**config.mk**
```make
export PLATFORM = sky130hd
export DESIGN_NAME = ftt_front
export DESIGN_NICKNAME = d
export VERILOG_FILES = /design/src/rtl/ftt_pkg.sv /design/src/rtl/ftt_front.sv
export SDC_FILE = /design/constraint.sdc
export NUM_CORES = 1
export LEC_CHECK = 0
export ABC_AREA = 1
export BUFFER_PORTS_ARGS = -buffer_cell sky130_fd_sc_hd__clkbuf_2
export CORE_AREA = 2 2 90 92
export DETAILED_ROUTE_END_ITERATION = 8
export DIE_AREA = 0 0 92 94
export GPL_ROUTABILITY_DRIVEN = 0
export PLACE_DENSITY = 0.68
export SYNTH_ARGS = -nofsm -noshare
export SYNTH_HDL_FRONTEND = slang
export SYNTH_SLANG_ARGS = --single-unit
export TNS_END_PERCENT = 10
```
**constraint.sdc**
```tcl
create_clock -name vclk -period 4.6
set_clock_uncertainty 0.15 [all_clocks]
set_input_delay 0.23 -clock vclk [all_inputs]
set_output_delay 0.23 -clock vclk [all_outputs]
set_load 0.005 [all_outputs]
```
**src/rtl/ftt_pkg.sv**
```systemverilog
// shared types and constants of the forest tree table keeper
`default_nettype none

package ftt_pkg;

   // widest fields over the supported parameter ranges
   localparam int TREE_MAX_W  = 6;
   localparam int ADDR_MAX_W  = 22;
   localparam int WORD_W      = 16;
   localparam int FIELD_W     = 8;
   localparam int TOTAL_W     = 9;
   localparam int QUEUE_DEPTH = 2;

   typedef enum logic [1:0] {
      OP_INIT   = 2'd0,
      OP_UPDATE = 2'd1,
      OP_READ   = 2'd2
   } opcode_type;

   typedef enum logic [2:0] {
      CMD_INIT,
      CMD_BG_START,
      CMD_SWAP,
      CMD_SPLIT,
      CMD_CLEAR,
      CMD_READ
   } cmd_kind_type;

   typedef struct packed {
      cmd_kind_type             kind;
      logic                     tree_ok;
      logic [TREE_MAX_W-1:0]    tree;
      logic                     bg_ok;
      logic [TREE_MAX_W-1:0]    bg;
      logic [ADDR_MAX_W-1:0]    node_a;
      logic                     node_ok_a;
      logic [ADDR_MAX_W-1:0]    node_b;
      logic                     node_ok_b;
      logic [ADDR_MAX_W-1:0]    node_c;
      logic                     node_ok_c;
      logic [ADDR_MAX_W-1:0]    leaf_a;
      logic                     leaf_ok_a;
      logic [ADDR_MAX_W-1:0]    leaf_b;
      logic                     leaf_ok_b;
      logic [FIELD_W-1:0]       attr;
      logic [FIELD_W-1:0]       fleaf;
      logic [FIELD_W-1:0]       nleaf;
      logic [FIELD_W-1:0]       maj;
      logic [FIELD_W-1:0]       class_b;
   } cmd_type;

endpackage

`default_nettype wire

```
**src/rtl/ftt_front.sv**
```systemverilog
// request decode: classifies a request and computes its table addresses
`default_nettype none

module ftt_front #(
   parameter int TREES            = 8,
   parameter int FOREGROUND_TREES = 4,
   parameter int NODES_PER_TREE   = 512,
   parameter int LEAVES_PER_TREE  = 256
) (
   input  wire logic [1:0] req_opcode,
   input  wire logic [2:0] req_tree_index,
   input  wire logic       req_training_valid,
   input  wire logic [7:0] req_best_attribute,
   input  wire logic [7:0] req_new_leaf,
   input  wire logic       req_split,
   input  wire logic [7:0] req_found_leaf,
   input  wire logic [8:0] req_node_index,
   input  wire logic       req_change_found,
   input  wire logic       req_drift_warning,
   input  wire logic [7:0] req_majority_class,
   input  wire logic [7:0] req_background_class,
   output ftt_pkg::cmd_type cmd,
   output logic            cmd_keep
);

   logic [31:0] tree_w, bg_w, node_w, child1_w, child2_w, fleaf_w, nleaf_w;
   logic [31:0] tree_node_base, bg_node_base, tree_leaf_base, bg_leaf_base;
   logic        tree_ok, bg_ok, node_ok, child1_ok, child2_ok, fleaf_ok, nleaf_ok;

   always_comb begin
      tree_w   = 32'(req_tree_index);
      // paired tree of the other half
      bg_w     = (tree_w >= 32'(FOREGROUND_TREES)) ? tree_w - 32'(FOREGROUND_TREES)
                                                   : tree_w + 32'(FOREGROUND_TREES);
      node_w   = 32'(req_node_index);
      child1_w = {node_w[30:0], 1'b0} + 32'd1;
      child2_w = {node_w[30:0], 1'b0} + 32'd2;
      fleaf_w  = 32'(req_found_leaf);
      nleaf_w  = 32'(req_new_leaf);

      tree_node_base = tree_w * 32'(NODES_PER_TREE);
      bg_node_base   = bg_w * 32'(NODES_PER_TREE);
      tree_leaf_base = tree_w * 32'(LEAVES_PER_TREE);
      bg_leaf_base   = bg_w * 32'(LEAVES_PER_TREE);

      tree_ok   = tree_w < 32'(TREES);
      bg_ok     = bg_w < 32'(TREES);
      node_ok   = node_w < 32'(NODES_PER_TREE);
      child1_ok = child1_w < 32'(NODES_PER_TREE);
      child2_ok = child2_w < 32'(NODES_PER_TREE);
      fleaf_ok  = fleaf_w < 32'(LEAVES_PER_TREE);
      nleaf_ok  = nleaf_w < 32'(LEAVES_PER_TREE);

      cmd         = '0;
      cmd.kind    = ftt_pkg::CMD_READ;
      cmd.tree_ok = tree_ok;
      cmd.tree    = tree_w[ftt_pkg::TREE_MAX_W-1:0];
      cmd.bg_ok   = bg_ok;
      cmd.bg      = bg_w[ftt_pkg::TREE_MAX_W-1:0];
      cmd.attr    = req_best_attribute;
      cmd.fleaf   = req_found_leaf;
      cmd.nleaf   = req_new_leaf;
      cmd.maj     = req_majority_class;
      cmd.class_b = req_majority_class;
      cmd_keep    = 1'b0;

      case (req_opcode)
         ftt_pkg::OP_INIT: begin
            cmd_keep      = tree_ok && (tree_w < 32'(FOREGROUND_TREES));
            cmd.kind      = ftt_pkg::CMD_INIT;
            cmd.node_a    = tree_node_base[ftt_pkg::ADDR_MAX_W-1:0];
            cmd.node_ok_a = 1'b1;
            cmd.leaf_a    = tree_leaf_base[ftt_pkg::ADDR_MAX_W-1:0];
            cmd.leaf_ok_a = 1'b1;
         end
         ftt_pkg::OP_UPDATE: begin
            cmd_keep      = req_training_valid && tree_ok;
            cmd.leaf_a    = 22'(tree_leaf_base + fleaf_w);
            cmd.leaf_ok_a = fleaf_ok;
            if (req_change_found && !req_drift_warning) begin
               cmd.kind      = ftt_pkg::CMD_BG_START;
               cmd.node_a    = bg_node_base[ftt_pkg::ADDR_MAX_W-1:0];
               cmd.node_ok_a = bg_ok;
               cmd.leaf_b    = bg_leaf_base[ftt_pkg::ADDR_MAX_W-1:0];
               cmd.leaf_ok_b = bg_ok;
               cmd.class_b   = req_background_class;
            end else if (req_change_found) begin
               cmd.kind = ftt_pkg::CMD_SWAP;
            end else if (req_split) begin
               cmd.kind      = ftt_pkg::CMD_SPLIT;
               cmd.node_a    = 22'(tree_node_base + node_w);
               cmd.node_ok_a = node_ok;
               cmd.node_b    = 22'(tree_node_base + child1_w);
               cmd.node_ok_b = child1_ok;
               cmd.node_c    = 22'(tree_node_base + child2_w);
               cmd.node_ok_c = child2_ok;
               cmd.leaf_b    = 22'(tree_leaf_base + nleaf_w);
               cmd.leaf_ok_b = nleaf_ok;
            end else begin
               cmd.kind = ftt_pkg::CMD_CLEAR;
            end
         end
         ftt_pkg::OP_READ: begin
            cmd_keep      = 1'b1;
            cmd.kind      = ftt_pkg::CMD_READ;
            cmd.node_a    = 22'(tree_node_base + node_w);
            cmd.node_ok_a = tree_ok && node_ok;
            cmd.leaf_a    = 22'(tree_leaf_base + fleaf_w);
            cmd.leaf_ok_a = tree_ok && fleaf_ok;
         end
         default: begin
            cmd_keep = 1'b0;
         end
      endcase
   end

endmodule

`default_nettype wire

```
* Yosys cells after proc, flatten, opt, wreduce, memory -nomap -nowiden
Index checks and enable logic that the tools add are counted.
** Operators by class
- Order comparisons :: 5
- $add $sub $neg :: 9
- Equal/unequal tests :: 2
- Reductions and logical operators :: 4
- Muxes and demuxes :: 19
** Operators by type and width (number)
- $mux W60 :: 2
- $mux W46 :: 2
- $mux W23 :: 3
- $pmux W23 S3 :: 1
- $lt A32 B4 Y1 const B :: 1
- $mux W32 :: 1
- $add A12 B11 Y13 :: 2
- $mux W13 :: 2
- $pmux W13 S2 :: 1
- $add A11 B8 Y12 :: 2
- $lt A11 B10 Y1 const B :: 2
- $mux W8 :: 2
- $add A12 B9 Y13 :: 1
- $add A10 B1 Y11 const B :: 1
- $add A10 B2 Y11 const B :: 1
- $mux W3 :: 3
- $pmux W3 S2 :: 1
- $add A3 B3 Y4 const B :: 1
- $sub A3 B3 Y4 const B :: 1
- $ge A3 B3 Y1 const B :: 1
- $lt A3 B3 Y1 const B :: 1
- $pmux W1 S3 :: 1
- $eq A2 B1 Y1 const B :: 1
- $eq A2 B2 Y1 const B :: 1
- 4 further kinds :: 4
** Storage, ports and cells
- Register bits :: 0
- Input port bits :: 58
- Output and inout bits :: 173

* Logic depth before layout (Yosys ltp)
- Word-level depth :: 6
- Mapped depth :: 10
- Depth with buffers taken out :: 10

* Worst setup path after synthesis
Ideal clock, no wire load.
- Kind :: input -> output
- Start point :: input req_node_index[0]
- End point :: output cmd[97] (netlist name)
- Path slack :: 2.680 ns
- Stages on the path :: 10
- Data required time :: 4.220 ns
- Arrival time :: 1.540 ns
- Buffers on the path :: 0
- Cell sequence :: ha_1 -> nand3_1 -> inv_1 -> nand2_1 -> nand2_1 -> nand2_1 -> ha_1 -> fa_1 -> inv_1 -> nor2_1
** RTL lines
- start: declaration :: line ftt_front.sv:17 : input wire logic [8:0] req_node_index,
- end: declaration :: line ftt_front.sv:22 : output ftt_pkg::cmd_type cmd,

==> out/qor.csv <==
stage;metric;value;unit
timing;drv_slew;0;
yosys;syn_avg_cell_area;5.67;sq um
cts;cts_hold_buf;0;
finish;area_growth;18.8;%
routing;drtIter0Drc;15;
finish;drive_above_1_share;39.0;%
timing;post-route-period-util;55.6;%
timing;slew-limit-headroom;57.7;%
yosys;synth_commonest_cells;97 x buf_4, 57 x nand2_1, 47 x inv_1;
grt;grt_max_degree;31;
finish;seq_cells;0;
timing;rsz0062_at_grt;false;
place;dp_hpwl;4880;um
setup_path;arrival;2.18;ns
yosys;synthMuxAreaShare;0;%
setup_path;start_kind;input pin;
routing;drc;0;
setup_path;crit_path_max_fanout;30;
yosys;seq_area_frac_synth;0;%
finish;num-fill-cells;906;
finish;seq_area;0;sq um
timing;period_minus_slack;2.56;ns
yosys;synth_top_family_by_area;buffers and inverters;
run_status;status;complete, no violations;
timing;setup_violations;0;
yosys;synth_cells;312;
grt;grt_pass1_wl;8110;um
yosys;synth_top_area_share;41.2;%
timing;tightest_slew;0.635;ns
finish;nets;490;
yosys;yosysMostFrequentCell;buf_4;
floorplanning;rows;32;
routing;avgRoutedWirePerCell;10.8;um
cts;post_cts_buffers;0;
timing;hold_viol;0;
floorplanning;die_w;92;um
grt;groute.usage.overall;11.3;%
routing;postRouteAntennaNets;0;
setup_path;endpoint;cmd[93];
run;cap_violations;0;
yosys;synth_top_area_cell;buf_4;
yosys;synth-compound-area-share;2.90;%
setup_path;critPathKind;in2out;
finish;diodes;0;
floorplanning;core;7610;sq um
timing;fmax;0.391;GHz
routing;dr_total_vias;1951;
min_path;hp-class;in2out;
place;port_buffers;156;
finish;clock_buffers;0;
power_and_ir_drop;p_per_area;75.1;nW/um^2
yosys;synthDistinctLibCells;23;
routing;via_per_inst;3.74;
power_and_ir_drop;leakage;1.55;nW
yosys;synth_fa_ha_area_share;7.50;%
timing;worst_hold_slack;0.310;ns
setup_path;startpoint;req_opcode[1];
setup_path;critPathRequiredTime;4.22;ns
yosys;synth-simple-area-share;32.6;%
cts;post_cts_resized;0;
floorplanning;start_util;23.2;%
timing;tns;0;ns
grt;antenna_found_initial;0;
setup_path;crit_path_end_kind;primary output;
yosys;yosys_warnings;0;
yosys;synth_xor_area_share;1.49;%
yosys;netlist_area;1770;sq um
power_and_ir_drop;peakVddDrop;0.0250;mV
grt;grt-ovfl-total;0;
routing;wirelength;5620;um
grt;grt_pass1_vias;1610;
routing;drtPass1Iterations;4;
floorplanning;io_pins;231;
floorplanning;die_h;94;um
floorplanning;die_area;8650;sq um
yosys;synthTopCellsByArea;buf_4 41%, nand2_1 12%, inv_1 10%;
## metrics by stage
stage / utilization, % / cell area (sq um) / worst slack, ns / std cells / power, mW
CTS: 27.6 / 2100 / 2.02 / 522 / 0.160
finish: 27.6 / 2100 / 2.04 / 522 / 0.158
global route: 27.6 / 2100 / 1.86 / 522 / 0.181
global placement: 27.6 / 2100 / 2.12 / 522 / 0.156
detailed placement: 27.6 / 2100 / 2.03 / 522 / 0.159
floorplan: - / 1980 / 2.68 / 369 / 0.137
## cells by family after synthesis
kind of cell / count (synthesis)
and+or+nand+nor: 134
buffers and inverters: 154
AOI/OAI and AO/OA: 9
xor gates and xnor gates: 3
other: 2
adders and majority gates: 10
## final cells by class
cell class                 count  area, sq um  share of cell area [%]
tap                          102          128                    6.08
inverter                      49          184                    8.76
timing repair buffer         156          781                    37.2
multi-input combinational    215         1010                    48.0
## worst min-delay path by stage
| stage | from | end | slack (ns) | depth (start not counted) |
|---|---|---|---|---|
| 6_report | req_best_attribute[6] | cmd[38] | 0.31 | 0 |
| 5_1_grt | req_best_attribute[3] | cmd[35] | 0.31 | 0 |
| 4_1_cts | req_best_attribute[0] | cmd[32] | 0.31 | 0 |
| 3_5_place_dp | req_best_attribute[0] | cmd[32] | 0.31 | 0 |
| 3_3_place_gp | req_best_attribute[0] | cmd[32] | 0.31 | 0 |
| 2_1_floorplan | req_node_index[8] | cmd[109] | 0.34 | 1 |
## cell usage in the layout, fill, tap and decap left out
cell	instances
nand3b_1	1
o21ai_0	3
conb_1	59
a21oi_1	4
a22oi_1	1
nor3_1	14
ha_1	9
nand2_2	2
nand3_4	1
nor2_4	2
nand3_1	14
nand2_1	57
fa_1	1
a21oi_2	1
inv_1	47
xnor2_1	3
inv_2	2
clkbuf_2	156
nor2_1	43
## where the power goes
group          internal, mW  switching (mW)
sequential                0               0
clock                     0               0
combinational        0.0631          0.0946
total                0.0631          0.0946
## worst max-delay path: stages
cell	delay [ns]
clkbuf_2	0.10
inv_1	0.08
ha_1	0.57
nand3_4	0.45
inv_1	0.34
nand2_1	0.13
a21oi_2	0.15
clkbuf_2	0.12
## routing by layer
layer / track usage (%) / routed length [um] / vias to the layer above
met5: 0 / 0 / -
met4: 0.622 / 28 / 0
met3: 1.61 / 449 / 4
met2: 21.9 / 2820 / 103
met1: 13.7 / 2320 / 850
li1: - / - / 994
(Power assumes the default switching activity.)
