**config.mk**
```make
export PLATFORM = sky130hd
export DESIGN_NAME = ftt_queue
export DESIGN_NICKNAME = d
export VERILOG_FILES = /design/src/rtl/ftt_pkg.sv /design/src/rtl/ftt_queue.sv
export SDC_FILE = /design/constraint.sdc
export NUM_CORES = 1
export LEC_CHECK = 0
export BUFFER_PORTS_ARGS = -buffer_cell sky130_fd_sc_hd__buf_2
export CAP_MARGIN = 20
export CORE_MARGIN = 4
export CORE_UTILIZATION = 49
export CTS_BUF_LIST = sky130_fd_sc_hd__clkbuf_8
export CTS_CLUSTER_DIAMETER = 150
export DETAILED_ROUTE_END_ITERATION = 10
export GPL_ROUTABILITY_DRIVEN = 0
export GPL_TIMING_DRIVEN = 0
export PLACE_DENSITY = 0.87
export SETUP_SLACK_MARGIN = 0.3
export SYNTH_ARGS = -nofsm -noshare
export SYNTH_HDL_FRONTEND = slang
export SYNTH_SLANG_ARGS = --single-unit
```
**constraint.sdc**
```tcl
create_clock -name clock -period 9.4 [get_ports clock]
set_clock_uncertainty 0.2 [all_clocks]
set_input_delay 1.88 -clock clock [delete_from_list [all_inputs] [get_ports clock]]
set_output_delay 1.88 -clock clock [all_outputs]
set_load 0.02 [all_outputs]
```
**src/rtl/ftt_pkg.sv**
```systemverilog
// shared types and constants of the forest tree table keeper
`default_nettype none

package ftt_pkg;

   // widest fields over the supported parameter ranges
   localparam int TREE_MAX_W  = 6;
   localparam int ADDR_MAX_W  = 22;
   localparam int WORD_W      = 16;
   localparam int FIELD_W     = 8;
   localparam int TOTAL_W     = 9;
   localparam int QUEUE_DEPTH = 2;

   typedef enum logic [1:0] {
      OP_INIT   = 2'd0,
      OP_UPDATE = 2'd1,
      OP_READ   = 2'd2
   } opcode_type;

   typedef enum logic [2:0] {
      CMD_INIT,
      CMD_BG_START,
      CMD_SWAP,
      CMD_SPLIT,
      CMD_CLEAR,
      CMD_READ
   } cmd_kind_type;

   typedef struct packed {
      cmd_kind_type             kind;
      logic                     tree_ok;
      logic [TREE_MAX_W-1:0]    tree;
      logic                     bg_ok;
      logic [TREE_MAX_W-1:0]    bg;
      logic [ADDR_MAX_W-1:0]    node_a;
      logic                     node_ok_a;
      logic [ADDR_MAX_W-1:0]    node_b;
      logic                     node_ok_b;
      logic [ADDR_MAX_W-1:0]    node_c;
      logic                     node_ok_c;
      logic [ADDR_MAX_W-1:0]    leaf_a;
      logic                     leaf_ok_a;
      logic [ADDR_MAX_W-1:0]    leaf_b;
      logic                     leaf_ok_b;
      logic [FIELD_W-1:0]       attr;
      logic [FIELD_W-1:0]       fleaf;
      logic [FIELD_W-1:0]       nleaf;
      logic [FIELD_W-1:0]       maj;
      logic [FIELD_W-1:0]       class_b;
   } cmd_type;

endpackage

`default_nettype wire

```
**src/rtl/ftt_queue.sv**
```systemverilog
// short command queue between request decode and table execution
`default_nettype none

module ftt_queue (
   input  wire logic             clock,
   input  wire logic             reset,
   input  wire logic             push,
   input  wire ftt_pkg::cmd_type push_cmd,
   input  wire logic             pop,
   output ftt_pkg::cmd_type      head_cmd,
   output logic                  empty,
   output logic                  full
);

   localparam int DEPTH = ftt_pkg::QUEUE_DEPTH;
   localparam int PTR_W = $clog2(DEPTH);
   localparam int CNT_W = $clog2(DEPTH + 1);

   ftt_pkg::cmd_type   slot_ff [DEPTH];
   logic [PTR_W-1:0]   wr_ptr_ff, wr_ptr_in, rd_ptr_ff, rd_ptr_in;
   logic [CNT_W-1:0]   count_ff, count_in;

   assign head_cmd = slot_ff[rd_ptr_ff];
   assign empty    = count_ff == '0;
   assign full     = count_ff == CNT_W'(DEPTH);

   always_comb begin
      wr_ptr_in = push ? wr_ptr_ff + PTR_W'(1) : wr_ptr_ff;
      rd_ptr_in = pop ? rd_ptr_ff + PTR_W'(1) : rd_ptr_ff;
      count_in  = count_ff;
      if (push && !pop) begin
         count_in = count_ff + CNT_W'(1);
      end else if (pop && !push) begin
         count_in = count_ff - CNT_W'(1);
      end
   end

   always_ff @(posedge clock) begin
      if (reset) begin
         wr_ptr_ff <= '0;
         rd_ptr_ff <= '0;
         count_ff  <= '0;
      end else begin
         wr_ptr_ff <= wr_ptr_in;
         rd_ptr_ff <= rd_ptr_in;
         count_ff  <= count_in;
      end
   end

   always_ff @(posedge clock) begin
      if (push) begin
         slot_ff[wr_ptr_ff] <= push_cmd;
      end
   end

endmodule

`default_nettype wire

```
After elaboration in Yosys (flattened, before gate mapping):

Memories as Yosys holds them, arrays and structs flattened. A register that Yosys moved wholly into a read port is not among the register bits.
Index checks and enable logic that the tools add are counted.

* bits in registers: 4
* memory bits (writable): 344
* bits of input ports: 176
* output and inout port bits: 174
* logic and storage cells: 21
* memories: 1

Memories
* slot_ff: depth 2, bits a word 172, rd ports 1, clocked after memory_dff 1, wr ports 1, line ftt_queue.sv:19 `ftt_pkg::cmd_type slot_ff [DEPTH];`

* $add $sub $neg: 4
* eq/ne operators: 1
* multiplexer cells: 6
* reductions and logical operators: 6

Operators with widths (count)
* two-way mux 1 bit: 4
* two-way mux 2 bit: 2
* adder 1 bit (second input constant): 2
* adder 2 x 1 -> 2 bit (second input constant): 1
* equality test 2 bit (second input constant): 1
* logical AND 1 bit: 2
* zero test 1 bit: 2
* zero test 2 bit: 1
* nonzero test 2 bit: 1
* subtractor 2 x 1 -> 2 bit (second input constant): 1

Depth between registers and ports, before layout:

Gate-level depths: netlist of run 1.

* depth after elaboration: 4
* depth in mapped cells: 5
* depth with buffers taken out: 5

Worst setup path after synthesis of run 1:

Ideal clock, no wire load.

* path type: input to register
* start: in push
* end: mem slot_ff[0][0] in the netlist's numbering, enable pin
* library setup time: 0.727 ns
* arrival time: 9.308 ns
* data required time: 8.473 ns
* slack: -0.835 ns
* stages on the path: 1
* path buffers: 0
* cells stage by stage: nor2b_1

* word-level cells in the longest chain between the ends: 2

Ends and longest elaborated chain
* from (decl): line ftt_queue.sv:7 `input wire logic push,`
* two-way mux 1 bit: line ftt_queue.sv:51 `if (push) begin`
* two-way mux 1 bit (not written as such): line ftt_queue.sv:52 `slot_ff[wr_ptr_ff] <= push_cmd;`
* to (decl): line ftt_queue.sv:19

Every way passes these cells.

==> results of run 1 <==
cell usage in the layout (no fill, tap or decap):
cell type	instances
a21oi_1	1
clkinvlp_4	2
clkinv_2	14
diode_2	2
nor2_1	5
or3_1	1
dfxtp_1	5
mux2_2	92
o21ai_0	1
edfxtp_1	344
xnor2_1	2
buf_2	358
buf_16	6
bufinv_16	2
xor2_1	2
nor2b_4	1
buf_6	10
ha_1	1
and2_4	1
clkinv_1	9
clkbuf_8	57
inv_1	16
mux2_4	80
buf_12	3
nor2b_1	1
path summary, 6_finish.rpt:
kind,startpoint,endpoint,cells after the start
setup reg to reg,wr_ptr_ff,slot_ff[0][80],5
hold / removal,rd_ptr_ff,register,2
hold reg to reg,rd_ptr_ff,register,2
setup / recovery,register,head_cmd[107],5
power by group through the flow:
stage	clock (mW)	combinational [mW]	sequential [mW]
6_report	1.17	0.491	1.84
5_1_grt	1.29	0.522	1.85
3_3_place_gp	0	0.467	1.89
2_1_floorplan	0	0.308	1.88
3_5_place_dp	0	0.496	1.87
4_1_cts	1.20	0.499	1.84
kinds of logic (layout without fill, tap and decap cells):
group	Yosys count	count (layout)	synth area share
adders and majority gates	1	1	0.000968
AOI/OAI and AO/OA	2	2	0.000773
xor gates and xnor gates	4	4	0.00271
muxes	172	172	0.173
and+or+nand+nor	9	9	0.00339
other	0	2	0
buffers and inverters	20	477	0.0125
DFF	349	349	0.807
cell type report:
| type | instances | area (um^2) | area share |
|---|---|---|---|
| antenna | 2 | 5.00 | 0.000306 |
| buffer | 19 | 158 | 0.00964 |
| clock buffer | 57 | 785 | 0.0480 |
| clock inverter | 42 | 235 | 0.0144 |
| inverter | 1 | 3.75 | 0.000229 |
| multi-input combinational | 188 | 2350 | 0.144 |
| sequential | 349 | 10400 | 0.638 |
| tap | 335 | 419 | 0.0256 |
| timing repair buffer | 358 | 1970 | 0.121 |
per-stage QoR:
stage          TNS [ps]   util  std cells
2_1_floorplan         0      -        557
3_3_place_gp     -18760  0.581       1241
3_5_place_dp          0  0.590       1250
4_1_cts               0  0.629       1349
5_1_grt               0  0.629       1351
6_report              0  0.629       1351
sequential cells by signal, summed over array words and instances, names as in the netlist, named ones only:
register	flops
wr_ptr_ff	1
rd_ptr_ff	1
count_ff	2
slot_ff	344
routing by layer:
layer	GRT usage	vias to the layer above	part of all wire
li1	-	3066	-
met1	0.196	3277	0.36
met2	0.312	290	0.52
met3	0.0676	67	0.094
met4	0.0646	10	0.029
met5	0	-	0.0024
worst register-to-register path, cell delays in order (launching register included):
cell,delay (ps)
dfxtp_1,350
nor2b_4,500
buf_16,250
buf_16,190
buf_16,190
buf_16,180
==> results.md, run 1 <==
- Status: finished, final reports clean
- Leakage: 6.43 nW
- CP arrival: 1970 ps
- Ports: 350
- Total CTS buffers: 54
- Clock power share: 0.334
- Crit path max-delay family: buffers and inverters
- Initial cell density of the core: 0.498
- Area after DPL: 15300 um^2
- Vias: 6710
- Worst min path class: reg -> reg
- CTS Sinks: 349
- Avg WL per Cell: 19.7 um
- First-pass GRT wire length: 39.5 mm
- Seq/Total Area, Yosys: 0.807
- Seq cells post-synth: 349
- Post-route setup slack: 5350 ps
- Layout Nets: 1148
- Syn nets: 734
- Root Buffer: clkbuf_8
- DP Wirelength: 18.8 mm
- Startpoint types: register
- Synth Flop Type: edfxtp_1
- Synth cell types: 16
- Tot GR Track Use: 0.177
- Worst-path clk slew: 60 ps
- CP Cell Sequence: buf_6 > buf_6 > buf_6 > mux2_4 > buf_2
- Vias in the first global route: 7303
- Fin. Hold Viols: 0
- Sw frac: 0.244
- Post-synthesis cell area: 12900 um^2
- Initial antenna violation count: 7
- Port Buffers: 349
- Hold Slack: 319 ps
- Crit path largest cell delay: 320 ps
- Largest fanout on the critical path: 10
- VDD IR max: 133 uV
- Worst-Margin Slew: 849 ps
- Crit path buf inv count: 4
- Syn Inst Count: 557
- Final WL: 26.7 mm
- Synth warn: 0
- Slowest cell on crit path: dfxtp_1
- Syn-to-layout area delta: 26.5%
- Fill cell count: 1848
- Drc violations: 0
- Sw power: 0.854 mW
- Core area: 26000 um^2
- Relative slew slack: 0.434
- Endpoints failing setup: 0
- Critical path capture point type: primary output
- Period Utilization, post-route: 0.431
- Vias per cell: 4.97
- Die Width: 170 um
- Worst path required time: 7320 ps
- Commonest cells in the synthesized netlist: edfxtp_1, mux2_2, mux2_4
- Fin area: 16400 um^2
- Row count: 59
- Setup Slack @ Placement: 5500 ps
- H-tree level count: 2
- Max-cap violations: 0
- Post-route ant nets: 0
- Initial DRT Pass Iterations: 4
- Synth top area cells: edfxtp_1, mux2_4, mux2_2
- RSZ-0062 raised after global routing: false
- CP dominant cell by count: buf_6
- Reg-to-reg setup timing slack: 7220 ps
- Post-synth top area share: 0.799
- Largest net degree at the start of global routing: 63
- Post-synth EDFFs: 344
- Maximum root-to-sink buffer count: 3
- Skew-Pair Late Insertion Delay: 560 ps
- Max Transition Viols Final: 0
- Synth async-reset ratio: 0
- # hold bufs at CTS: 0
- CTS tree: done
- Layout cell share with drive strength beyond 1: 0.617
- Chip Height: 170 um
- CTS resizes: 0
- Total power: 3.50 mW
- Initial DRC Count: 355
- Comb pwr share: 0.140
- Fmax: 247 MHz
- Power per Cell Area: 214 nW/um^2
- Syn Area/Cell: 23.2 um^2
- Reg power frac: 0.526
- CP Class: reg -> out
- Setup Buffers After CTS: 0
- Area of the die: 29000 um^2
- Synth area leader: edfxtp_1
- Total gr overflow: 0
- Int Power: 2.65 mW
- Post-layout min period: 4050 ps
- Most numerous cell in the Yosys netlist: edfxtp_1
No activity file was read; power rests on OpenSTA's default activity.
==> run 2, diff against run 1 <==
- ABC_AREA: default -> 1
- clock period: 9.4 -> 3.4 ns (I/O delays scaled with it)
==> run 2 against run 1 <==
Global-route usage fell by 0.45 points. Sequential cell count unchanged. Sequential share of layout area is essentially flat. First-iteration DRC count increased by 35%. Combinational power rose to 2.6 times the previous value. Register-to-register slack got worse by 6100 ps. Total power increased to 2.7 times the previous value.
==> results.md, run 2 <==
- Status: finished, final reports clean
- Max-cap violations: 0 (unchanged)
- Hold Slack: 107 ps (-212 ps)
- RSZ-0062 raised after global routing: false
- Skew-Pair Late Insertion Delay: 540 ps (-20 ps)
- Leakage: 6.42 nW (-0.27%)
- Initial DRC Count: 479 (+35%)
- CTS resizes: 0 (unchanged)
- Max Transition Viols Final: 0 (unchanged)
- Largest fanout on the critical path: 10 (unchanged)
- Layout cell share with drive strength beyond 1: 0.605 (-0.0128)
- Crit path buf inv count: 4 (unchanged)
- Post-synthesis cell area: 13000 um^2 (+0.16%)
- Critical path capture point type: primary output
- H-tree level count: 2 (unchanged)
- Chip Height: 171 um (about the same)
- Synth async-reset ratio: 0 (unchanged)
- Power per Cell Area: 585 nW/um^2 (+170%)
- Multi-input gate area: 2350 um^2 (+0.21%)
- Largest net degree at the start of global routing: 43 (-32%)
- Most flops, register: slot_ff
- Synth area leader: edfxtp_1
- Vias per cell: 4.95 (-0.35%)
- Slowest cell on crit path: dfxtp_1
- Post-layout min period: 2860 ps
- Maximum root-to-sink buffer count: 3 (unchanged)
- CTS tree: done
- Worst min path class: in -> reg
- Tot GR Track Use: 0.173 (-0.00447)
- Worst-Margin Slew: 754 ps (-95.0 ps)
- Period Utilization, post-route: 0.840
- Setup Buffers After CTS: 0 (unchanged)
- Seq cells post-synth: 349 (unchanged)
- DP Wirelength: 18.2 mm (-3.0%)
- Synth top area cells: edfxtp_1, mux2_4, mux2_2
- Die Width: 171 um (about the same)
- # hold bufs at CTS: 0 (unchanged)
- Layout Nets: 1158 (+0.87%)
- Area after DPL: 15300 um^2 (about the same)
- Synth Flop Type: edfxtp_1
- Fmax: 350 MHz
- Commonest cells after routing, fill and taps aside: buf_2, edfxtp_1, mux2_2
- Post-route setup slack: 543 ps (-4810 ps)
- CTS Sinks: 349 (unchanged)
- Max reg flops: 344 (unchanged)
- Vias: 6716 (+0.089%)
- Commonest cells in the synthesized netlist: edfxtp_1, mux2_2, mux2_4
- Register area: 10400 um^2 (unchanged)
- Core area: 26100 um^2 (+0.28%)
- Syn nets: 745 (+1.5%)
- Port Buffers: 349 (unchanged)
- CP Class: reg -> out
- Fin area: 16400 um^2 (about the same)
- Syn Inst Count: 568 (+2.0%)
- Syn-to-layout area delta: 26.3%
- Fin. Hold Viols: 0 (unchanged)
- Vias in the first global route: 7277 (-0.36%)
- Ports: 350 (unchanged)
- Worst-path clk slew: 60 ps (about the same)
- Area of the die: 29100 um^2 (+0.16%)
- Fill cell count: 1806 (-2.3%)
- CP Cell Sequence: buf_6 > buf_6 > buf_6 > mux2_4 > buf_2
- CP dominant cell by count: buf_6
- Total gr overflow: 0 (unchanged)
- Most numerous cell in the Yosys netlist: edfxtp_1
- Final WL: 26.1 mm (-2.0%)
- Initial antenna violation count: 7 (unchanged)
- Crit path max-delay family: buffers and inverters
- Endpoints failing setup: 0 (unchanged)
- Initial DRT Pass Iterations: 4 (unchanged)
- Seq/Total Area, Yosys: 0.805 (-0.00132)
- First-pass GRT wire length: 38.8 mm (-1.8%)
- Total CTS buffers: 53 (-1.9%)
- Setup Slack @ Placement: 503 ps (-4990 ps)
- Drc violations: 0 (unchanged)
- Biggest regs: slot_ff x344, count_ff x2
- Initial cell density of the core: 0.497 (-0.000593)
- Row count: 59 (unchanged)
- Syn Area/Cell: 22.8 um^2 (-1.8%)
- Most common cell after layout, fill and taps aside: buf_2
- Relative slew slack: 0.496 (+0.0621)
- VDD IR max: 410 uV (+210%)
- Post-synth top area share: 0.798 (-0.00131)
- Post-route ant nets: 0 (unchanged)
- Worst path required time: 2520 ps (-4800 ps)
- Synth warn: 0 (unchanged)
- Post-synth EDFFs: 344 (unchanged)
- Root Buffer: clkbuf_8
- Synth cell types: 16 (unchanged)
- Avg WL per Cell: 19.3 um (-2.4%)
- Startpoint types: register
- CP arrival: 1980 ps (about the same)
- Crit path largest cell delay: 320 ps (about the same)
==> run 2: final cells by class <==
| class | count | share of cell area |
|---|---|---|
| Antenna cell | 3 | 0.000459 |
| Buffer | 19 | 0.00964 |
| Clock buffer | 55 | 0.0463 |
| Clock inverter | 38 | 0.0156 |
| Inverter | 9 | 0.00306 |
| Multi-Input combinational cell | 191 | 0.144 |
| Sequential cell | 349 | 0.638 |
| Tap cell | 335 | 0.0256 |
| Timing Repair Buffer | 358 | 0.118 |
==> run 2: power breakdown <==
group	internal (mW)	switching (mW)
combinational	0.545	0.716
clock	1.79	1.48
sequential	4.99	0.0566
total	7.32	2.25
==> run 2: kinds of logic after synthesis <==
logic type                 Yosys count  synth area share
and+or+nand+nor                     15           0.00473
xor gates and xnor gates             1          0.000676
DFF                                349             0.805
buffers and inverters               28            0.0148
adders and majority gates            1          0.000966
AOI/OAI and AO/OA                    2          0.000772
muxes                              172             0.173
==> run 2: per-layer routing <==
layer  up-vias  GRT usage  share of wire
met5         -          0         0.0019
met2       303      0.299           0.52
met4         8     0.0788          0.033
met3        71     0.0571          0.092
met1      3248      0.195           0.35
li1       3086          -              -
==> run 2: worst paths after layout <==
kind / start / to / cells after the start / slack, ps
max reg2reg: wr_ptr_ff / slot_ff[0][98] / 4 / 1100
min reg2reg: rd_ptr_ff / rd_ptr_ff / 2 / 320
min: push_cmd[68] / slot_ff[1][68] / 1 / 110
max: register / head_cmd[105] / 5 / 540
==> run 2: through the flow <==
step / total power [mW] / utilization / std cells / TNS [ps]
CTS: 9.71 / 0.627 / 1354 / 0
floorplan: 5.94 / - / 568 / -159470
global placement: 6.36 / 0.582 / 1252 / -692190
finish: 9.58 / 0.628 / 1357 / 0
global route: 10.0 / 0.628 / 1357 / 0
detailed placement: 6.41 / 0.589 / 1261 / 0
